==> src/rtl/pcrw_pkg.sv <==
// Shared constants and types for the rectangular-window polygon clipper.
// No dependencies; pcrw_front, pcrw_stage, pcrw_emit and the top module import this package.
package pcrw_pkg;

    localparam int COORD_WIDTH_DEF = 16;   // signed Q12.4 by default
    localparam int MAX_RESULTS     = 16;   // results per input word, marker included
    localparam int CFG_IDX_W       = 3;

    localparam logic [CFG_IDX_W-1:0] CFG_LEFT   = 3'd0;
    localparam logic [CFG_IDX_W-1:0] CFG_TOP    = 3'd1;
    localparam logic [CFG_IDX_W-1:0] CFG_RIGHT  = 3'd2;
    localparam logic [CFG_IDX_W-1:0] CFG_BOTTOM = 3'd3;

    localparam int RST_LEFT   = 2400;
    localparam int RST_TOP    = 2400;
    localparam int RST_RIGHT  = 5600;
    localparam int RST_BOTTOM = 4800;

    // Edge stage numbering, in cascade order
    localparam int STG_LEFT   = 0;
    localparam int STG_RIGHT  = 1;
    localparam int STG_TOP    = 2;
    localparam int STG_BOTTOM = 3;

    // Token kinds on the internal stage chain
    typedef enum logic [1:0] {
        TOK_VTX  = 2'd0,   // vertex
        TOK_MARK = 2'd1,   // end of polygon
        TOK_END  = 2'd2    // end of the results of one input word
    } tok_kind_t;

endpackage

==> src/rtl/pcrw_emit.sv <==
// Result end: caps results per input word, holds one result back so the
// last one of each run can be flagged, and drives the output register.
// Depends on pcrw_pkg.
module pcrw_emit #(
    parameter int W = pcrw_pkg::COORD_WIDTH_DEF
) (
    input  logic                clk,
    input  logic                rst_n,
    input  logic                tok_valid,
    output logic                tok_ready,
    input  logic [2*W+2:0]      tok,
    output logic                res_valid,
    input  logic                res_ready,
    output logic signed [W-1:0] res_x,
    output logic signed [W-1:0] res_y,
    output logic                res_has,
    output logic                res_done,
    output logic                res_last
);
    import pcrw_pkg::*;

    typedef struct packed {
        tok_kind_t           kind;
        logic                fin;
        logic signed [W-1:0] x;
        logic signed [W-1:0] y;
    } tok_t;

    typedef struct packed {
        logic signed [W-1:0] x;
        logic signed [W-1:0] y;
        logic                has;
        logic                done;
        logic                last;
    } res_t;

    localparam int CNT_W = $clog2(MAX_RESULTS + 1);

    tok_t             t;
    logic             pend_valid_reg, pend_valid_next;
    res_t             pend_reg, pend_next;
    logic [CNT_W-1:0] cnt_reg, cnt_next, limit;
    logic             out_valid_reg, out_valid_next;
    res_t             out_reg, out_next;
    logic             out_free, drop, fire;

    assign t        = tok_t'(tok);
    assign out_free = !out_valid_reg || res_ready;
    assign limit    = t.fin ? CNT_W'(MAX_RESULTS - 1) : CNT_W'(MAX_RESULTS);
    assign drop     = (t.kind == TOK_VTX) && (cnt_reg >= limit);
    assign tok_ready = drop || !pend_valid_reg || out_free;
    assign fire     = tok_valid && tok_ready;

    always_comb
    begin
        pend_valid_next = pend_valid_reg;
        pend_next       = pend_reg;
        cnt_next        = cnt_reg;
        out_valid_next  = out_valid_reg && !res_ready;
        out_next        = out_reg;
        if (fire && !drop)
        begin
            if (pend_valid_reg)
            begin
                out_valid_next = 1'b1;
                out_next       = pend_reg;
                out_next.last  = (t.kind == TOK_END);
            end
            unique case (t.kind)
                TOK_VTX:
                begin
                    pend_valid_next = 1'b1;
                    pend_next       = '{x: t.x, y: t.y, has: 1'b1, done: 1'b0, last: 1'b0};
                    cnt_next        = cnt_reg + 1'b1;
                end
                TOK_MARK:
                begin
                    pend_valid_next = 1'b1;
                    pend_next       = '{x: '0, y: '0, has: 1'b0, done: 1'b1, last: 1'b0};
                    cnt_next        = cnt_reg + 1'b1;
                end
                default:
                begin
                    pend_valid_next = 1'b0;
                    cnt_next        = '0;
                end
            endcase
        end
    end

    assign res_valid = out_valid_reg;
    assign res_x     = out_reg.x;
    assign res_y     = out_reg.y;
    assign res_has   = out_reg.has;
    assign res_done  = out_reg.done;
    assign res_last  = out_reg.last;

    always_ff @(posedge clk)
    begin
        pend_reg <= pend_next;
        out_reg  <= out_next;
    end

    always_ff @(posedge clk or negedge rst_n)
    begin
        if (!rst_n)
        begin
            pend_valid_reg <= 1'b0;
            cnt_reg        <= '0;
            out_valid_reg  <= 1'b0;
        end
        else
        begin
            pend_valid_reg <= pend_valid_next;
            cnt_reg        <= cnt_next;
            out_valid_reg  <= out_valid_next;
        end
    end

endmodule

==> config.mk <==
export PLATFORM = sky130hd
export DESIGN_NAME = pcrw_emit
export DESIGN_NICKNAME = d
export VERILOG_FILES = /design/src/rtl/pcrw_pkg.sv /design/src/rtl/pcrw_emit.sv
export SDC_FILE = /design/constraint.sdc
export NUM_CORES = 1
export LEC_CHECK = 0
export ABC_AREA = 1
export BUFFER_PORTS_ARGS = -buffer_cell sky130_fd_sc_hd__buf_2
export CAP_MARGIN = 5
export CORE_MARGIN = 2
export CORE_UTILIZATION = 47
export DETAILED_ROUTE_END_ITERATION = 6
export HOLD_SLACK_MARGIN = 0.1
export PLACE_DENSITY = 0.75
export RECOVER_POWER = 100
export SLEW_MARGIN = 30
export SYNTH_ARGS = -nofsm -noshare
export SYNTH_HDL_FRONTEND = slang
export SYNTH_SLANG_ARGS = --single-unit
==> constraint.sdc <==
create_clock -name clk -period 2.2 [get_ports clk]
set_clock_uncertainty 0.15 [all_clocks]
set_input_delay 0 -clock clk [delete_from_list [all_inputs] [get_ports clk]]
set_output_delay 0 -clock clk [all_outputs]
set_load 0.01 [all_outputs]
==> results_dict.tcl <==
set metrics [dict create \
    fin_area_sq_mm 0.00428 \
    drv_cap 0 \
    dp_hpwl_mm 3.41 \
    fmax_ghz 0.472 \
    synth_warnings 0 \
    grt_overflow_total 0 \
    relSlewSlack 0.733 \
    post-place-ws_ns 0.182 \
    holdPathStages 7 \
    setup.worst_path.end_class "flip-flop" \
    wirelength_mm 5.74 \
    cp_common_cell "nand2_1" \
    die_area_sq_mm 0.00687 \
    ff_latch_area_sq_mm 0.00225 \
    finalCritPeriodShare 0.962 \
    multi_input_area_sq_um 485 \
    finalPower_uw 3380 \
    port_buffers 75 \
    start_util 0.491 \
    synth.mux.area_fraction 0 \
    rr_worst_depth 9 \
    drtIter0Drc 77 \
    place_area_sq_mm 0.00344 \
    diodes 0 \
    hold_violations 0 \
    ys_ff_latch 76 \
    cp_slowest_cell "dlygate4sd3_1" \
    ctsLongestPathBuffers 2 \
    synth_top_family_by_area "simple AND/OR/NAND/NOR gates" \
    floorplan.rows 28 \
    yosys.cell_types.count 17 \
    crit_chain "ha_4 -> nand2_1 -> nor2_1 -> nand2_1 -> nand3_2 -> nand2_4 -> nand3_4 -> nand2_1 -> dlygate4sd3_1" \
    firstDrtPassIters 4 \
    pin_count 76 \
    required_ns 2.27 \
    final_cell_mix "edfxtp_1, dlygate4sd3_1, inv_1" \
    hold_class "in -> reg" \
    drc 0 \
    grt_max_degree 34 \
    vias 2018 \
    ys_seq_area_frac 0.769 \
    wl_per_cell_um 12.8 \
    syn_to_final_growth_pct 46.4 \
    synth-xor-area-share 0.00300 \
    track_usage 0.170 \
    largest_register_ffs 34 \
    power_density_mw_per_mm2 789 \
    cpPeakStageDelay_ns 0.55 \
    yosys.area_share.adder 0.0257 \
    worst_slew_pin_slew_ns 0.400 \
    die_w_um 82.9 \
    outcome "finished, final reports clean" \
    vdd_drop_max_v 0.000463 \
    gp_congestion 0.801 \
    finalNetCount 415 \
    yosysTopAreaCell "edfxtp_1" \
    setup_tns_ns 0 \
    final_common_cell "edfxtp_1" \
    core_area_sq_mm 0.00596 \
    setup_viol 0 \
    critical_path_class "reg -> reg" \
    antenna_found_initial 0 \
    synth-simple-area-share 0.126 \
    start_kind "flip-flop" \
    netlist_area_sq_mm 0.00292 \
    arrival_ns 2.19 \
    finalCriticalPeriod_ns 2.12 \
    tritoncts "built" \
    hold_ws_ns 0.162 \
    cts.htree.levels 3 \
    grt_pass1_wl_mm 8.96 \
    leakagePower_uw 0.00186 \
    cts.clk_slew.worst_paths_ns 0.07 \
    fill_cells 441 \
    netlist_top_cells_area "edfxtp_1, dfrtp_1, inv_1" \
    rsz0062_at_grt "no" \
    avgViaCountPerCell 4.48 \
    cts_sinks 76 \
    synth_nets 261 \
    synth_top_area_share 0.709 \
    synth_compound_area_frac 0.00342 \
    drtAntennaViolNets 0 \
    netlist_instances 216 \
    cts-root-buf "clkbuf_8" \
    grt_pass1_vias 1972 \
    avgSynthCellArea_sq_um 13.5 \
    die_h_um 82.9 \
    setup_ws_ns 0.0834 \
    drv_slew 0 \
    clkLatencyLatePin_ns 0.34 \
    cts-buffers-inserted 9 \
    cp_max_fo 8 \
    drive_gt1_frac 0.219 \
]
## final cells by class
cell class | count | area share
Sequential cell | 76 | 0.525
Timing Repair Buffer | 146 | 0.241
Multi-Input combinational cell | 90 | 0.113
Inverter | 47 | 0.0424
Clock buffer | 10 | 0.0298
Clock inverter | 6 | 0.0260
Tap cell | 75 | 0.0219
## critical path: cells and delay by family, from the launching register on
| family | cells | cell delay [ns] |
|---|---|---|
| buffers and inverters | 1 | 0.55 |
| AND/OR/NAND/NOR | 7 | 0.54 |
| flip-flops | 1 | 0.45 |
| adder cells (fa/ha/maj) | 1 | 0.30 |
## cells in the mapped netlist
| library cell | count |
|---|---|
| edfxtp_1 | 69 |
| inv_1 | 44 |
| nor2_1 | 35 |
| nand2_1 | 23 |
| nand3_1 | 9 |
| nor2_2 | 9 |
| dfrtp_1 | 7 |
| ha_1 | 6 |
| buf_6 | 3 |
| nand2_4 | 3 |
| inv_2 | 2 |
| a21oi_1 | 1 |
| inv_4 | 1 |
| nand3_2 | 1 |
| nand4_1 | 1 |
| o21ai_1 | 1 |
| xnor2_1 | 1 |
## cells by family after synthesis
logic type      count (synthesis)
simple gates                   81
flops                          76
buf+inv                        50
fa+ha+maj                       6
compound gates                  2
xor+xnor                        1
## stage by stage
step / std cells / utilization
final: 450 / 0.719
after global routing: 450 / 0.719
after CTS: 443 / 0.719
after detailed placement: 367 / 0.578
after global placement: 367 / 0.578
after floorplan: 216 / -
## worst paths after layout
path | from | endpoint | slack [ns]
worst max-delay path | cnt_reg[2] | res_valid | 0.08
worst min-delay path | tok[32] | cnt_reg[2] | 0.16
worst max register to register | cnt_reg[2] | res_valid | 0.08
worst min register to register | pend_reg[10] | res_y[7] | 0.27
max in group asynchronous | rst_n | cnt_reg[4] | 1.19
min in group asynchronous | rst_n | cnt_reg[0] | 0.46
## power breakdown
group	total, uW	internal [uW]	switching (uW)
registers	1740	1690	44.1
clock network	1250	756	494
logic	388	190	198
total	3380	2640	736
## routing by layer
metal | GRT usage | vias to the layer above | part of all wire
met5 | 0 | - | 0
met4 | 0.0626 | 0 | 0.020
met3 | 0.0567 | 11 | 0.050
met2 | 0.293 | 65 | 0.51
met1 | 0.198 | 938 | 0.42
li1 | - | 1004 | -
## what timing repair did
| item | in CTS | in global routing |
|---|---|---|
| gates resized for setup | 0 | 2 |
| endpoints found under the setup margin | 0 | 1 |
| hold buffers | 60 | 0 |
| endpoints found under the hold margin | 49 | 0 |
| setup buffers | 0 | 7 |
(Power assumes the default switching activity.)
