==> src/rtl/pcrw_pkg.sv <==
// Shared constants and types for the rectangular-window polygon clipper.
// No dependencies; pcrw_front, pcrw_stage, pcrw_emit and the top module import this package.
package pcrw_pkg;

    localparam int COORD_WIDTH_DEF = 16;   // signed Q12.4 by default
    localparam int MAX_RESULTS     = 16;   // results per input word, marker included
    localparam int CFG_IDX_W       = 3;

    localparam logic [CFG_IDX_W-1:0] CFG_LEFT   = 3'd0;
    localparam logic [CFG_IDX_W-1:0] CFG_TOP    = 3'd1;
    localparam logic [CFG_IDX_W-1:0] CFG_RIGHT  = 3'd2;
    localparam logic [CFG_IDX_W-1:0] CFG_BOTTOM = 3'd3;

    localparam int RST_LEFT   = 2400;
    localparam int RST_TOP    = 2400;
    localparam int RST_RIGHT  = 5600;
    localparam int RST_BOTTOM = 4800;

    // Edge stage numbering, in cascade order
    localparam int STG_LEFT   = 0;
    localparam int STG_RIGHT  = 1;
    localparam int STG_TOP    = 2;
    localparam int STG_BOTTOM = 3;

    // Token kinds on the internal stage chain
    typedef enum logic [1:0] {
        TOK_VTX  = 2'd0,   // vertex
        TOK_MARK = 2'd1,   // end of polygon
        TOK_END  = 2'd2    // end of the results of one input word
    } tok_kind_t;

endpackage

==> src/rtl/pcrw_stage.sv <==
// One clip edge stage: keeps first/previous vertex, emits clipped vertices,
// and finds crossing points with a multiplier and a bit-serial divider.
// Depends on pcrw_pkg.
module pcrw_stage #(
    parameter int W     = pcrw_pkg::COORD_WIDTH_DEF,
    parameter int STAGE = pcrw_pkg::STG_LEFT
) (
    input  logic                clk,
    input  logic                rst_n,
    input  logic signed [W-1:0] edge_val,
    input  logic                in_valid,
    output logic                in_ready,
    input  logic [2*W+2:0]      in_tok,
    output logic                out_valid,
    input  logic                out_ready,
    output logic [2*W+2:0]      out_tok
);
    import pcrw_pkg::*;

    typedef struct packed {
        tok_kind_t           kind;
        logic                fin;
        logic signed [W-1:0] x;
        logic signed [W-1:0] y;
    } tok_t;

    typedef struct packed {
        logic signed [W-1:0] x;
        logic signed [W-1:0] y;
    } vtx_t;

    typedef enum logic [3:0] {
        S_IDLE = 4'b0001,
        S_MUL  = 4'b0010,
        S_DIV  = 4'b0100,
        S_EMIT = 4'b1000
    } state_t;

    localparam bit IS_X   = (STAGE == STG_LEFT) || (STAGE == STG_RIGHT);
    localparam bit IS_MIN = (STAGE == STG_LEFT) || (STAGE == STG_TOP);
    localparam int W1     = W + 1;
    localparam int PW     = 2 * W1;
    localparam int CW     = $clog2(PW);

    function automatic logic inside_edge(input vtx_t v, input logic signed [W-1:0] e);
        logic signed [W-1:0] c;
        c = IS_X ? v.x : v.y;
        return IS_MIN ? (c >= e) : (c <= e);
    endfunction

    function automatic logic signed [W:0] sx(input logic signed [W-1:0] v);
        return {v[W-1], v};
    endfunction

    function automatic logic [W:0] mag(input logic signed [W:0] v);
        return v[W] ? W1'(-v) : W1'(v);
    endfunction

    state_t          state_reg, state_next;
    logic            started_reg, started_next;
    vtx_t            first_reg, first_next, prev_reg, prev_next;
    vtx_t            s_reg, s_next, p_reg, p_next;
    tok_kind_t       kind_reg, kind_next;
    logic            fin_reg, fin_next;
    logic            need_x_reg, need_x_next, need_p_reg, need_p_next;
    logic            need_pass_reg, need_pass_next;
    logic [PW-1:0]   dvd_reg, dvd_next;
    logic [W:0]      rem_reg, rem_next, den_reg, den_next;
    logic            neg_reg, neg_next, dzero_reg, dzero_next;
    logic [W-1:0]    sb_reg, sb_next;
    logic [CW-1:0]   cnt_reg, cnt_next;
    logic            out_valid_reg, out_valid_next;
    tok_t            out_tok_reg, out_tok_next;

    tok_t            tin;
    vtx_t            vin, es, ep;
    logic            si, pi, in_fire, out_free;
    logic signed [W-1:0] sa, pa, sb, pb;
    logic signed [W:0]   num1, num2, den;
    logic [W+1:0]        rem_sh;
    logic                ge;
    logic [W-1:0]        cut_val;
    vtx_t                xpt;

    assign tin      = tok_t'(in_tok);
    assign vin      = '{x: tin.x, y: tin.y};
    assign in_ready = (state_reg == S_IDLE);
    assign in_fire  = in_valid && in_ready;
    assign out_free = !out_valid_reg || out_ready;
    assign out_valid = out_valid_reg;
    assign out_tok   = out_tok_reg;

    // Edge ends as chosen at accept time
    assign es = (tin.kind == TOK_VTX) ? prev_reg : prev_reg;
    assign ep = (tin.kind == TOK_VTX) ? vin : first_reg;
    assign si = inside_edge(es, edge_val);
    assign pi = inside_edge(ep, edge_val);

    // Crossing arithmetic on the latched edge
    assign sa   = IS_X ? s_reg.x : s_reg.y;
    assign pa   = IS_X ? p_reg.x : p_reg.y;
    assign sb   = IS_X ? s_reg.y : s_reg.x;
    assign pb   = IS_X ? p_reg.y : p_reg.x;
    assign num1 = sx(pb) - sx(sb);
    assign num2 = sx(edge_val) - sx(sa);
    assign den  = sx(pa) - sx(sa);

    assign rem_sh = {rem_reg, dvd_reg[PW-1]};
    assign ge     = (rem_sh >= {1'b0, den_reg});

    assign cut_val = dzero_reg ? sb_reg
                   : (neg_reg ? sb_reg - dvd_reg[W-1:0] : sb_reg + dvd_reg[W-1:0]);
    assign xpt.x   = IS_X ? edge_val : cut_val;
    assign xpt.y   = IS_X ? cut_val : edge_val;

    always_comb
    begin
        state_next     = state_reg;
        started_next   = started_reg;
        first_next     = first_reg;
        prev_next      = prev_reg;
        s_next         = s_reg;
        p_next         = p_reg;
        kind_next      = kind_reg;
        fin_next       = fin_reg;
        need_x_next    = need_x_reg;
        need_p_next    = need_p_reg;
        need_pass_next = need_pass_reg;
        dvd_next       = dvd_reg;
        rem_next       = rem_reg;
        den_next       = den_reg;
        neg_next       = neg_reg;
        dzero_next     = dzero_reg;
        sb_next        = sb_reg;
        cnt_next       = cnt_reg;
        out_valid_next = out_valid_reg && !out_ready;
        out_tok_next   = out_tok_reg;

        unique case (state_reg)
            S_IDLE:
            begin
                if (in_fire)
                begin
                    kind_next      = tin.kind;
                    fin_next       = tin.fin;
                    s_next         = es;
                    p_next         = ep;
                    need_x_next    = 1'b0;
                    need_p_next    = 1'b0;
                    need_pass_next = 1'b0;
                    unique case (tin.kind)
                        TOK_VTX:
                        begin
                            prev_next = vin;
                            if (!started_reg)
                            begin
                                first_next   = vin;
                                started_next = 1'b1;
                            end
                            else
                            begin
                                need_x_next = si ^ pi;
                                need_p_next = pi;
                            end
                        end
                        TOK_MARK:
                        begin
                            need_x_next    = started_reg && (si ^ pi);
                            need_p_next    = started_reg && pi;
                            need_pass_next = 1'b1;
                            started_next   = 1'b0;
                        end
                        default:
                        begin
                            need_pass_next = 1'b1;
                        end
                    endcase
                    if (need_x_next)
                        state_next = S_MUL;
                    else if (need_p_next || need_pass_next)
                        state_next = S_EMIT;
                end
            end
            S_MUL:
            begin
                dvd_next   = mag(num1) * mag(num2);
                rem_next   = '0;
                den_next   = mag(den);
                dzero_next = (den == '0);
                neg_next   = num1[W] ^ num2[W] ^ den[W];
                sb_next    = sb;
                cnt_next   = '0;
                state_next = S_DIV;
            end
            S_DIV:
            begin
                rem_next = ge ? W1'(rem_sh - {1'b0, den_reg}) : rem_sh[W:0];
                dvd_next = {dvd_reg[PW-2:0], ge};
                cnt_next = cnt_reg + 1'b1;
                if (cnt_reg == CW'(PW - 1))
                    state_next = S_EMIT;
            end
            S_EMIT:
            begin
                if (out_free)
                begin
                    priority if (need_x_reg)
                    begin
                        out_valid_next = 1'b1;
                        out_tok_next   = '{kind: TOK_VTX, fin: fin_reg, x: xpt.x, y: xpt.y};
                        need_x_next    = 1'b0;
                    end
                    else if (need_p_reg)
                    begin
                        out_valid_next = 1'b1;
                        out_tok_next   = '{kind: TOK_VTX, fin: fin_reg, x: p_reg.x, y: p_reg.y};
                        need_p_next    = 1'b0;
                    end
                    else if (need_pass_reg)
                    begin
                        out_valid_next = 1'b1;
                        out_tok_next   = '{kind: kind_reg, fin: fin_reg, x: '0, y: '0};
                        need_pass_next = 1'b0;
                    end
                    else
                    begin
                        state_next = S_IDLE;
                    end
                end
            end
            default:
            begin
                state_next = S_IDLE;
            end
        endcase
    end

    always_ff @(posedge clk)
    begin
        first_reg     <= first_next;
        prev_reg      <= prev_next;
        s_reg         <= s_next;
        p_reg         <= p_next;
        kind_reg      <= kind_next;
        fin_reg       <= fin_next;
        dvd_reg       <= dvd_next;
        rem_reg       <= rem_next;
        den_reg       <= den_next;
        neg_reg       <= neg_next;
        dzero_reg     <= dzero_next;
        sb_reg        <= sb_next;
        cnt_reg       <= cnt_next;
        out_tok_reg   <= out_tok_next;
    end

    always_ff @(posedge clk or negedge rst_n)
    begin
        if (!rst_n)
        begin
            state_reg     <= S_IDLE;
            started_reg   <= 1'b0;
            need_x_reg    <= 1'b0;
            need_p_reg    <= 1'b0;
            need_pass_reg <= 1'b0;
            out_valid_reg <= 1'b0;
        end
        else
        begin
            state_reg     <= state_next;
            started_reg   <= started_next;
            need_x_reg    <= need_x_next;
            need_p_reg    <= need_p_next;
            need_pass_reg <= need_pass_next;
            out_valid_reg <= out_valid_next;
        end
    end

endmodule

==> config.mk <==
export PLATFORM = sky130hd
export DESIGN_NAME = pcrw_stage
export DESIGN_NICKNAME = d
export VERILOG_FILES = /design/src/rtl/pcrw_pkg.sv /design/src/rtl/pcrw_stage.sv
export SDC_FILE = /design/constraint.sdc
export NUM_CORES = 1
export LEC_CHECK = 0
export ABC_AREA = 1
export ABC_CLOCK_PERIOD_IN_PS = 13500
export BUFFER_PORTS_ARGS = -buffer_cell sky130_fd_sc_hd__buf_2
export CAP_MARGIN = 20
export CORE_MARGIN = 2
export CORE_UTILIZATION = 35
export DETAILED_ROUTE_END_ITERATION = 12
export GPL_TIMING_DRIVEN = 0
export HOLD_SLACK_MARGIN = 0.06
export PLACE_DENSITY = 0.56
export SETUP_SLACK_MARGIN = 0.4
export SYNTH_ARGS = -nofsm -noshare
export SYNTH_HDL_FRONTEND = slang
export SYNTH_SLANG_ARGS = --single-unit
==> constraint.sdc <==
create_clock -name clk -period 13.5 [get_ports clk]
set_clock_uncertainty 0.2 [all_clocks]
set_input_delay 0.675 -clock clk [delete_from_list [all_inputs] [get_ports clk]]
set_output_delay 0.675 -clock clk [all_outputs]
set_load 0.05 [all_outputs]
==> flow_summary.toml <==
[cts]
path_clk_slew_ns = 0.07
htreeDepth = 1
cts_tree = "done"
cts.repair.resized = 0
cts_buffer_depth = 3
postCtsSetupBuffers = 0
cts_sinks = 267
clk_latency_ns = 0.59
cts_buffers = 29
clockRootBuffer = "clkbuf_16"

[sta]
slew_headroom_pct = 33.5
fin_crit_ns = 9.11
slew_violations = 0
tightestPinTransition_ns = 0.998
period_share_pct = 67.5
setup_viol = 0
fmax_ghz = 0.110
fin_tns_setup_ns = 0
finalHoldViolations = 0
rsz0062_at_grt = "no"

[layout]
layout_commonest_cell = "nand2_1"
final_cell_mix = "798 x nand2_1, 593 x inv_1, 262 x nor2_1, 258 x edfxtp_1, 229 x fa_1"
drive_gt1_share_pct = 8.85
antenna_cells = 0
largest_register_ff_count = 35
num-nets-final = 3835
area_delta_synth_final_pct = 10.7

[setup_path]
critical_path_class = "flip-flop to flip-flop"
startpoint_type = "flip-flop"
cp.arrival_ns = 9.23
crit_path_top_delay_cell = "o21ai_2"
path_buf_inv = 6
crit_family = "adder cells"
cp_common_cell = "fa_1"
crit_required_ns = 13.62
critical_path.max_fanout = 10
max_stage_delay_ns = 0.57
worstSetupEndpointType = "flip-flop"

[route]
firstDrtPassIters = 5
drc = 0
wl_per_cell_um = 17.7
wl_um = 76400
avgViaCountPerCell = 4.88
ant_nets = 0
drt_iter0_drc = 1271
vias = 21100

[floorplanning]
start_util_pct = 35.5
core_area_mm2 = 0.0747
die_h_um = 279
fp-row-count = 100
die_x_um = 279
die_area_mm2 = 0.0780
io_pins = 92

[outcome]
run_status = "finished, final reports clean"

[yosys]
synthDistinctLibCells = 58
synth_warnings = 0
ys_seq_elements = 267
netlist_area_mm2 = 0.0265
synth_xor_area_share_pct = 3.08
synthFlopType = "edfxtp_1"
ys_seq_area_share_pct = 30.1
syn-num-nets = 3700
synth_compound_area_share_pct = 7.25
synth_fa_ha_area_share_pct = 28.0
async_flop_share_pct = 3.37
syn_area_per_cell_um2 = 8.31
synthMuxAreaShare_pct = 0
synth_top_family_by_area = "adder cells"
syn_inst = 3189
synth_edf_count = 258
synth-simple-area-share_pct = 21.6

[global_route]
antenna_found_initial = 6
grt_max_degree = 38
grt_pass1_vias = 21100
grt_pass1_wl_um = 121000
grt_overflow = 0
grt_usage_pct = 19.9

[placed_design]
portBuffers = 91
dp_hpwl_um = 63300
globalplace.congestion = 0.943

[job]
maxCapViolCount = 0

[min_path]
worstHoldPathType = "input port to flip-flop"
-- per-stage QoR --
stage	std cells	hold WS, ns	cell area [um2]	setup WS [ns]	utilization (%)
after floorplan	3189	0.179	26500	5.28	-
after global placement	4249	0.201	28200	0.152	37.7
after detailed placement	4259	0.205	28400	3.97	38.0
after CTS	4315	0.0653	29400	4.45	39.3
after global routing	4315	0.0750	29400	3.90	39.3
final	4315	0.0874	29400	4.39	39.3
-- layer usage --
metal | GRT usage [%] | share of wire, % | up-vias | wire length (um)
met3 | 2.56 | 5.1 | 100 | 3870
li1 | - | - | 10400 | -
met2 | 33.9 | 47 | 500 | 36100
met1 | 27.1 | 45 | 10100 | 34500
met4 | 4.33 | 2.4 | 8 | 1840
met5 | 0 | 0.060 | - | 46
-- Yosys cell counts (all sizes together), types with 2 or more instances --
cell type  instances  area [um2]
a31oi             11        68.8
xnor2             26         243
nor3b              2        15.0
nand3            157         808
clkinv             3        11.3
a21o              16         120
o22ai              4        25.0
o21ai            139         733
nand3b            10        87.6
o31ai              7        52.6
o211ai             6        45.0
nand2            838        3280
o21a               2        15.0
or2               15        93.8
buf               27         210
edfxtp           258        7750
dfrtp              8         200
inv              618        2320
nor2             273        1060
nand4             31         213
fa               229        4580
xor2              59         573
and2               4        30.0
o21bai             6        45.0
clkbuf            30         114
nor3              23         120
a21boi             5        37.5
a21oi            145         729
ha               227        2840
and3               2        12.5
-- kinds of logic (layout without fill, tap and decap cells) --
group,count (synthesis),in the layout
xor+xnor,85,85
compound gates,347,347
flops,267,267
fa+ha+maj,456,456
buf+inv,678,835
simple gates,1356,1356
-- area by class of cell --
type,count,area (um2)
fill,7600,45300
multi-input combinational,2244,15900
sequential,267,7970
inverter,621,2330
tap,969,1210
clock buffer,34,744
timing repair buffer,104,658
buffer,57,324
clock inverter,19,196
-- final timing paths --
kind / cells past startpoint / slack [ns] / from / end
worst min register to register: 0 / 0.22 / es[8]$_DFFE_PP_ / sb[8]$_DFFE_PP_
max in group asynchronous: 2 / 12.58 / rst_n / state_reg[0]$_DFFE_PN1P_
worst max-delay path: 34 / 4.39 / sa[0]$_DFFE_PP_ / dvd_reg[26]$_DFFE_PP_
worst max register to register: 34 / 4.39 / sa[0]$_DFFE_PP_ / dvd_reg[26]$_DFFE_PP_
min in group asynchronous: 2 / 0.27 / rst_n / need_pass_reg$_DFFE_PN0P_
worst min-delay path: 2 / 0.09 / out_ready / out_valid$_DFF_PN0_
-- timing repair --
item	4_1_cts	5_1_grt
hold buffers	3	0
setup endpoints to repair	0	0
hold endpoints to repair	11	0
Power is left out: the tool's default activity adds up to more than one toggle a clock period on the data nets, which glitch-free logic cannot reach.
