--- config.mk ---
export PLATFORM = sky130hd
export DESIGN_NAME = pcrw_front
export DESIGN_NICKNAME = d
export VERILOG_FILES = /design/src/rtl/pcrw_pkg.sv /design/src/rtl/pcrw_front.sv
export SDC_FILE = /design/constraint.sdc
export NUM_CORES = 1
export LEC_CHECK = 0
export ABC_CLOCK_PERIOD_IN_PS = 2500
export BUFFER_PORTS_ARGS = -buffer_cell sky130_fd_sc_hd__buf_4
export CORE_ASPECT_RATIO = 1.4
export CORE_MARGIN = 2
export CORE_UTILIZATION = 30
export CTS_CLUSTER_DIAMETER = 60
export DETAILED_ROUTE_END_ITERATION = 8
export PLACE_DENSITY = 0.46
export SYNTH_ARGS = -nofsm -noshare
export SYNTH_HDL_FRONTEND = slang
export SYNTH_SLANG_ARGS = --single-unit
--- constraint.sdc ---
create_clock -name clk -period 2.5 [get_ports clk]
set_input_delay 0.375 -clock clk [delete_from_list [all_inputs] [get_ports clk]]
set_output_delay 0.375 -clock clk [all_outputs]
set_load 0.05 [all_outputs]
--- src/rtl/pcrw_pkg.sv ---
// Shared constants and types for the rectangular-window polygon clipper.
// No dependencies; pcrw_front, pcrw_stage, pcrw_emit and the top module import this package.
package pcrw_pkg;

    localparam int COORD_WIDTH_DEF = 16;   // signed Q12.4 by default
    localparam int MAX_RESULTS     = 16;   // results per input word, marker included
    localparam int CFG_IDX_W       = 3;

    localparam logic [CFG_IDX_W-1:0] CFG_LEFT   = 3'd0;
    localparam logic [CFG_IDX_W-1:0] CFG_TOP    = 3'd1;
    localparam logic [CFG_IDX_W-1:0] CFG_RIGHT  = 3'd2;
    localparam logic [CFG_IDX_W-1:0] CFG_BOTTOM = 3'd3;

    localparam int RST_LEFT   = 2400;
    localparam int RST_TOP    = 2400;
    localparam int RST_RIGHT  = 5600;
    localparam int RST_BOTTOM = 4800;

    // Edge stage numbering, in cascade order
    localparam int STG_LEFT   = 0;
    localparam int STG_RIGHT  = 1;
    localparam int STG_TOP    = 2;
    localparam int STG_BOTTOM = 3;

    // Token kinds on the internal stage chain
    typedef enum logic [1:0] {
        TOK_VTX  = 2'd0,   // vertex
        TOK_MARK = 2'd1,   // end of polygon
        TOK_END  = 2'd2    // end of the results of one input word
    } tok_kind_t;

endpackage

--- src/rtl/pcrw_front.sv ---
// Front end: input word queue and token generator for the stage chain.
// Depends on pcrw_pkg.
module pcrw_front #(
    parameter int W = pcrw_pkg::COORD_WIDTH_DEF
) (
    input  logic                clk,
    input  logic                rst_n,
    input  logic                in_valid,
    output logic                in_ready,
    input  logic signed [W-1:0] in_x,
    input  logic signed [W-1:0] in_y,
    input  logic                in_final,
    output logic                tok_valid,
    input  logic                tok_ready,
    output logic [2*W+2:0]      tok
);
    import pcrw_pkg::*;

    typedef struct packed {
        tok_kind_t           kind;
        logic                fin;
        logic signed [W-1:0] x;
        logic signed [W-1:0] y;
    } tok_t;

    typedef struct packed {
        logic signed [W-1:0] x;
        logic signed [W-1:0] y;
        logic                fin;
    } item_t;

    localparam int QD = 4;
    localparam int PW = $clog2(QD);

    item_t           q_mem [QD];
    logic [PW-1:0]   wr_ptr_reg, wr_ptr_next, rd_ptr_reg, rd_ptr_next;
    logic [PW:0]     cnt_reg, cnt_next;
    tok_kind_t       phase_reg, phase_next;
    item_t           head;
    tok_t            tok_c;
    logic            push, pop, tok_fire;

    assign head      = q_mem[rd_ptr_reg];
    assign in_ready  = (cnt_reg != (PW+1)'(QD));
    assign push      = in_valid && in_ready;
    assign tok_valid = (cnt_reg != '0);
    assign tok_fire  = tok_valid && tok_ready;
    assign pop       = tok_fire && (phase_reg == TOK_END);

    always_comb
    begin
        tok_c.kind = phase_reg;
        tok_c.fin  = head.fin;
        tok_c.x    = head.x;
        tok_c.y    = head.y;
    end
    assign tok = tok_c;

    always_comb
    begin
        phase_next = phase_reg;
        if (tok_fire)
        begin
            unique case (phase_reg)
                TOK_VTX:  phase_next = head.fin ? TOK_MARK : TOK_END;
                TOK_MARK: phase_next = TOK_END;
                default:  phase_next = TOK_VTX;
            endcase
        end
        wr_ptr_next = push ? wr_ptr_reg + 1'b1 : wr_ptr_reg;
        rd_ptr_next = pop  ? rd_ptr_reg + 1'b1 : rd_ptr_reg;
        cnt_next    = cnt_reg + (PW+1)'(push) - (PW+1)'(pop);
    end

    always_ff @(posedge clk)
    begin
        if (push)
        begin
            q_mem[wr_ptr_reg] <= '{x: in_x, y: in_y, fin: in_final};
        end
    end

    always_ff @(posedge clk or negedge rst_n)
    begin
        if (!rst_n)
        begin
            wr_ptr_reg <= '0;
            rd_ptr_reg <= '0;
            cnt_reg    <= '0;
            phase_reg  <= TOK_VTX;
        end
        else
        begin
            wr_ptr_reg <= wr_ptr_next;
            rd_ptr_reg <= rd_ptr_next;
            cnt_reg    <= cnt_next;
            phase_reg  <= phase_next;
        end
    end

endmodule

==> results of run 1 <==
==> synthesized netlist by cell type <==
master / count / area share [%]
a21oi_1: 1 / 0.095
a22o_1: 1 / 0.17
and2_4: 1 / 0.17
and3_2: 4 / 0.57
buf_1: 2 / 0.14
buf_2: 4 / 0.38
buf_4: 2 / 0.29
dfrtp_1: 9 / 4.3
edfxtp_1: 132 / 75
fa_1: 1 / 0.38
ha_1: 6 / 1.4
inv_1: 6 / 0.43
mux2_4: 1 / 0.29
mux4_2: 33 / 14
nand3b_1: 1 / 0.14
nor2_1: 2 / 0.14
nor3_1: 1 / 0.095
nor3b_1: 1 / 0.14
o31ai_1: 1 / 0.14
or3_2: 1 / 0.14
or3b_4: 1 / 0.21
xnor2_1: 3 / 0.50
xor2_1: 3 / 0.50
==> final timing paths <==
path / from / endpoint / slack, ps / cells after the start
setup / recovery: rd_ptr_reg[0] / tok[32] / 150 / 3
hold / removal: in_x[14] / q_mem[0][31] / 160 / 1
setup reg to reg: cnt_reg[1] / cnt_reg[2] / 150 / 10
hold reg to reg: cnt_reg[2] / cnt_reg[2] / 510 / 1
max in group asynchronous: rst_n / rd_ptr_reg[0] / 2030 / 2
min in group asynchronous: rst_n / cnt_reg[1] / 320 / 2
==> layer usage <==
| layer | up-vias | GRT usage, % | share of wire (%) |
|---|---|---|---|
| met1 | 1251 | 14.05 | 42 |
| met2 | 47 | 18.63 | 51 |
| met4 | 0 | 4.383 | 1.5 |
| li1 | 1087 | - | - |
| met3 | 10 | 3.887 | 4.7 |
| met5 | - | 0 | 0 |
==> layout make-up <==
type,instances,area (µm²)
clock inverters,14,158.9
multi-input cells,62,1012
inverters,6,22.52
well taps,236,295.3
clock buffers,18,429.2
flip-flops and latches,141,4192
repair buffers,78,613.1
fillers,1622,10540
==> through the flow <==
stage               hold slack, ps  util, %  cells  cell area (µm²)
finish                       159.2    38.95    555             6723
global route                 140.7    38.95    555             6723
CTS                          143.7    38.95    555             6723
detailed placement           210.9    35.49    522             6125
global placement             208.3    35.49    522             6125
floorplan                    79.41        -    217             5266
==> worst max-delay path, delay by kind of cell, from the launching register on <==
family	cells	cell delay, ps
muxes	1	610
DFF	1	380
buffers and inverters	2	570
==> power by group through the flow <==
stage               clock network [mW]  registers, mW  logic, mW
floorplan                            0           3.35       2.68
global placement                     0           3.40       3.72
detailed placement                   0           3.42       3.72
CTS                               2.53           3.38       3.72
global route                      2.64           3.42       3.86
finish                            2.48           3.36       3.63
==> kinds of logic after synthesis <==
| family | Yosys count | share of synthesized area (%) |
|---|---|---|
| AO/OA/AOI/OAI | 3 | 0.4039 |
| AND/OR/NAND/NOR | 12 | 1.616 |
| flip-flops | 141 | 79.54 |
| XOR/XNOR | 6 | 0.9980 |
| adder cells (fa/ha/maj) | 7 | 1.806 |
| buffers and inverters | 14 | 1.235 |
| multiplexers | 34 | 14.40 |
==> results.tsv, run 1 <==
stage	metric	value	unit
outcome	outcome	finished clean	
critical_path	worst-path cell chain	buf_4 -> mux4_2 -> buf_4	
clock_network	CTS tree	done	
sta	final setup margin	149.7	ps
synthesis	yosys warns	0	
critical_path	Required @ worst endpoint	2120	ps
floorplanning	core footprint	17260	µm²
detailed_routing	DRT Pass-1 Iters	4	
floorplanning	Starting Density	30.51	%
placement	Place WS	153.7	ps
worst_hold_path	Min-Delay Path Class	in -> reg	
critical_path	Crit Path Category	reg -> out	
clock_network	H-tree Lvls	4	
sta	final setup vio count	0	
detailed_routing	vias after detailed routing	2395	
grt	first-pass GRT wire length	15.10	mm
clock_network	Post-CTS Setup Bufs	0	
synthesis	#FFs+latches synth	141	
power	Seq pwr share	35.5	%
critical_path	crit-path most repeated cell	buf_4	
grt	largest net degree at the start of global routing	34	
sta	fin crit share	94.01	%
grt	grt ovf	0	
power	maximum vdd ir drop	663.5	µV
sta	Max-slew headroom	32.98	%
clock_network	Skew-Pair Late Insertion Delay	410	ps
critical_path	Crit. End Element	primary output	
floorplanning	Die W	116.0	µm
placement	IO buf count	73	
grt	number of global-route vias before repair	2657	
placement	Placer Congestion	0.6583	
synthesis	sequential fraction of the synthesis area	79.54	%
critical_path	Max stage delay cell, worst path	mux4_2	
sta	worst-margin pin slew	1005	ps
cells_and_area	fin nets	350	
critical_path	critical path fanouts, max	17	
placement	post-detailed-placement half-perimeter wirelength	5.709	mm
detailed_routing	routed wire length	9.898	mm
clock_network	Reg clk slew, reported paths	60	ps
cells_and_area	max reg flops	132	
run	max-cap violation count	0	
critical_path	crit path DAT	1980	ps
sta	Post-Route Skew	8.308	ps
clock_network	CTS Buf Count	17	
detailed_routing	Routed Antenna Nets	0	
clock_network	hold_buf cts	1	
clock_network	Root Driver	clkbuf_16	
sta	Final Hold Vio Count	0	
sta	Max Slew Vio Count	0	
synthesis	Cell Area, Synth	5266	µm²
cells_and_area	most frequent cells in the layout	132 x edfxtp_1, 75 x buf_4, 33 x mux4_2, 17 x clkbuf_16, 7 x dfrtp_1	
cells_and_area	antenna cells	0	
detailed_routing	# DRC	0	
cells_and_area	share of cells above drive strength 1	47.34	%
sta	Setup TNS Final	0	ps
sta	Max Fclk	0.4255	GHz
power	Gate power share	38.3	%
critical_path	Worst Setup Start Kind	flop	
synthesis	Unique masters post-synth	23	
detailed_routing	DR WL/cell	17.83	µm
floorplanning	die area	18640	µm²
critical_path	largest stage delay on the critical path	610	ps
floorplanning	io pins	74	
power	sw frac	37.26	%
sta	RSZ-0062 raised after global routing	false	
clock_network	Bufs on Longest Clock Path	2	
floorplanning	die height	160.8	µm
synthesis	Synthesized Nets	261	
synthesis	Mapped Cells	217	
floorplanning	Site Rows	57	
power	Leakage	2.335	nW
detailed_routing	initial DRC count	125	
clock_network	post-cts gate resize count	0	
power	total power	9.466	mW
power	internal power	5.939	mW
grt	initial antenna violation count	0	
cells_and_area	most common cell after layout, fill and taps aside	edfxtp_1	
synthesis	Avg Cell Area, Syn	24.27	µm²
power	Clock Power Share	26.2	%
power	power per cell area	1408	nW/µm²
power	Switch Pwr	3.527	mW
clock_network	TritonCTS Sinks	141	
detailed_routing	vias per cell	4.315	
cells_and_area	P&R area growth vs syn	27.66	%
sta	crit path time final	2350	ps
grt	GRT Util Overall	11.45	%
Note: power is estimated with default switching activity, not from simulation.
==> run 2: changes to the inputs <==
Settings changed: ABC_AREA from default to 1, CORE_UTILIZATION 30 to 25, PLACE_DENSITY 0.46 to 0.4.
==> results.tsv, run 2 <==
stage	metric	value	unit	change
detailed_routing	vias per cell	4.467		+3.5%
synthesis	Synthesized Nets	435		+67%
sta	crit path time final	2330	ps	-20.73 ps
synthesis	top_reg_cell synth	edfxtp_1		
clock_network	CTS tree	done		
grt	GRT Util Overall	11.70	%	+0.25 points
sta	Final Hold Vio Count	0		unchanged
sta	Max Slew Vio Count	0		unchanged
synthesis	Unique masters post-synth	22		-4.3%
synthesis	#FFs+latches synth	141		unchanged
power	internal power	5.660	mW	-4.7%
power	power per cell area	1414	nW/µm²	+0.39%
sta	RSZ-0062 raised after global routing	false		
placement	Placed Instances	714		+37%
synthesis	Async S/R FF share, synth	6.383	%	unchanged
synthesis	area share of fa/ha/maj cells after synthesis	1.746	%	-0.060 points
cells_and_area	Final Non-Filler Cells	747		+35%
floorplanning	Die W	128.7	µm	+11%
grt	first-pass GRT wire length	19.60	mm	+30%
critical_path	worst-path cell chain	clkinv_2 -> buf_4 -> o21ai_1 -> o22ai_1 -> buf_4		
critical_path	critical path fanouts, max	31		+14
grt	initial antenna violation count	0		unchanged
synthesis	sequential fraction of the synthesis area	76.91	%	-2.6 points
synthesis	top-count cell post-synth	edfxtp_1		
synthesis	Cell Area, Synth	5446	µm²	+3.4%
clock_network	Post-CTS Setup Bufs	0		unchanged
detailed_routing	DRT Pass-1 Iters	4		unchanged
placement	Placer Congestion	0.6918		+5.1%
critical_path	CP top delay family	buffers and inverters		
detailed_routing	routed wire length	12.96	mm	+31%
detailed_routing	# DRC	0		unchanged
synthesis	Synth area leader	edfxtp_1		
sta	worst-margin pin slew	565.2	ps	-440.1 ps
cells_and_area	Fill cells	2148		+32%
grt	met2 Use GR	20.41	%	+1.8 points
power	Clock Power Share	24.4	%	-1.8 points
cells_and_area	share of cells above drive strength 1	25.26	%	-22 points
sta	Post-Route Skew	10.94	ps	+2.629 ps
detailed_routing	initial DRC count	178		+42%
placement	post-detailed-placement half-perimeter wirelength	7.267	mm	+27%
synthesis	Synth Area in Compound Gates	9.649	%	+9.2 points
synthesis	Area contributors post-synth	edfxtp_1 73%, o21ai_0 5.4%, nor2_1 5.0%, dfrtp_1 4.1%, o22ai_1 3.7%		
clock_network	Reg clk slew, reported paths	60	ps	about the same
critical_path	crit path DAT	1950	ps	-30 ps
floorplanning	die height	178.6	µm	+11%
synthesis	Post-Synth XOR/XNOR Area	0.6432	%	-0.35 points
critical_path	Crit. End Element	primary output		
grt	grt ovf	0		unchanged
floorplanning	Site Rows	63		+11%
cells_and_area	P&R area growth vs syn	27.41	%	
critical_path	Required @ worst endpoint	2120	ps	about the same
grt	GR Layer Usage met1	13.74	%	-0.30 points
critical_path	crit-path most repeated cell	buf_4		
sta	Max-slew headroom	62.28	%	+29 points
power	sw frac	42.30	%	+5.0 points
clock_network	TritonCTS Sinks	141		unchanged
detailed_routing	vias after detailed routing	3337		+39%
critical_path	Crit Path Category	reg -> out		
critical_path	Worst Path Buf+Inv	3		+1
clock_network	H-tree Lvls	4		unchanged
synthesis	yosys warns	0		unchanged
synthesis	Post-Synth Simple-Gate Area	7.328	%	+5.7 points
power	Switch Pwr	4.149	mW	+18%
grt	largest net degree at the start of global routing	54		+59%
sta	Max Fclk	0.4293	GHz	+0.89%
grt	GRT busiest layer	met2		
outcome	outcome	finished clean		
worst_hold_path	Min-Delay Path Class	in -> reg		
cells_and_area	most frequent cells in the layout	132 x edfxtp_1, 78 x buf_4, 68 x nor2_1, 59 x o21ai_0, 32 x o22ai_1		
sta	fin crit share	93.18	%	-0.83 points
floorplanning	core footprint	21280	µm²	+23%
placement	placed cell area	6362	µm²	+3.9%
sta	Hold Slack	156.6	ps	-2.598 ps
clock_network	Skew-Pair Late Insertion Delay	420	ps	about the same
sta	final setup vio count	0		unchanged
grt	met3 Usage GRT	2.999	%	-0.89 points
run	max-cap violation count	0		unchanged
power	Leakage	2.502	nW	+7.1%
floorplanning	io pins	74		unchanged
synthesis	Mapped Cells	391		+80%
synthesis	Synth top cells by count	132 x edfxtp_1, 72 x nor2_1, 59 x o21ai_0		
clock_network	Root Driver	clkbuf_16		
synthesis	post-synthesis mux area share	0	%	-14 points
detailed_routing	Routed Antenna Nets	0		unchanged
critical_path	Worst Setup Start Kind	flop		
power	Gate power share	42.3	%	+4.0 points
clock_network	Bufs on Longest Clock Path	2		unchanged
synthesis	main combinational cell family by area after synthesis	compound AO/OA/AOI/OAI gates		
critical_path	Max stage delay cell, worst path	clkinv_2		
power	Seq pwr share	33.3	%	-2.2 points
synthesis	Avg Cell Area, Syn	13.93	µm²	-43%
clock_network	CTS Buf Count	17		unchanged
power	maximum vdd ir drop	587.1	µV	-12%
cells_and_area	fin nets	518		+48%
floorplanning	die area	23000	µm²	+23%
synthesis	top cell type's share of synthesized area	72.78	%	-2.5 points
synthesis	Post-synth EDFFs	132		unchanged
cells_and_area	most common cell after layout, fill and taps aside	edfxtp_1		
floorplanning	Starting Density	25.59	%	-4.9 points
critical_path	largest stage delay on the critical path	450	ps	-160 ps
cells_and_area	antenna cells	0		unchanged
placement	IO buf count	73		unchanged
cells_and_area	final instance area	6939	µm²	+3.2%
detailed_routing	DR WL/cell	17.35	µm	-2.7%
cells_and_area	max reg flops	132		unchanged
grt	number of global-route vias before repair	3479		+31%
==> run 2: logic make-up after synthesis <==
logic type / count (synthesis)
flip-flops: 141
AND/OR/NAND/NOR: 103
AO/OA/AOI/OAI: 97
buffers and inverters: 39
adder cells (fa/ha/maj): 7
XOR/XNOR: 4
==> run 2: routing by layer <==
layer | vias to the layer above | wire length, µm
met1 | 1663 | 5564
met5 | - | 0
li1 | 1593 | -
met3 | 12 | 501
met4 | 0 | 209
met2 | 69 | 6682
==> run 2: power by group through the flow <==
stage / sequential (mW) / combinational, mW / clock (mW)
finish: 3.26 / 4.15 / 2.39
global route: 3.30 / 4.49 / 2.56
CTS: 3.26 / 4.25 / 2.47
detailed placement: 3.31 / 4.24 / 0
global placement: 3.30 / 4.20 / 0
floorplan: 3.35 / 2.83 / 0
==> run 2: timing repair <==
| action | 4_1_cts | 5_1_grt |
|---|---|---|
| resized for setup | 0 | 1 |
| endpoints found under the hold margin | 9 | 0 |
| setup endpoints to repair | 0 | 2 |
| hold buffers | 1 | 0 |
==> run 2: worst paths after layout <==
check / startpoint / to / slack (ps) / cells after the start
min in group asynchronous: rst_n / phase_reg[0] / 330 / 2
min: in_x[3] / q_mem[0][20] / 160 / 1
min reg2reg: cnt_reg[0] / cnt_reg[0] / 520 / 1
max reg2reg: cnt_reg[1] / cnt_reg[2] / 350 / 12
max: rd_ptr_reg[1] / tok[30] / 170 / 5
max in group asynchronous: rst_n / rd_ptr_reg[0] / 2010 / 2
==> run 2: cell type report <==
class / count / area (µm²) / share of cell area [%]
Sequential cell: 141 / 4190 / 60.39
Multi-Input combinational cell: 211 / 1085 / 15.63
Timing Repair Buffer: 85 / 706.9 / 10.19
Clock buffer: 18 / 429.2 / 6.185
Tap cell: 260 / 325.3 / 4.688
Clock inverter: 14 / 133.9 / 1.929
Inverter: 18 / 68.82 / 0.9917
==> run 2: stage by stage <==
stage               utilization, %  setup TNS [ps]  worst slack [ps]  total power [mW]
floorplan                        -          -50670            -383.9             6.179
global placement             29.89               0             391.8             7.502
detailed placement           29.89               0             340.9             7.554
CTS                          32.59               0             73.25             9.987
global route                 32.60               0             13.10             10.35
finish                       32.60               0             170.4             9.809
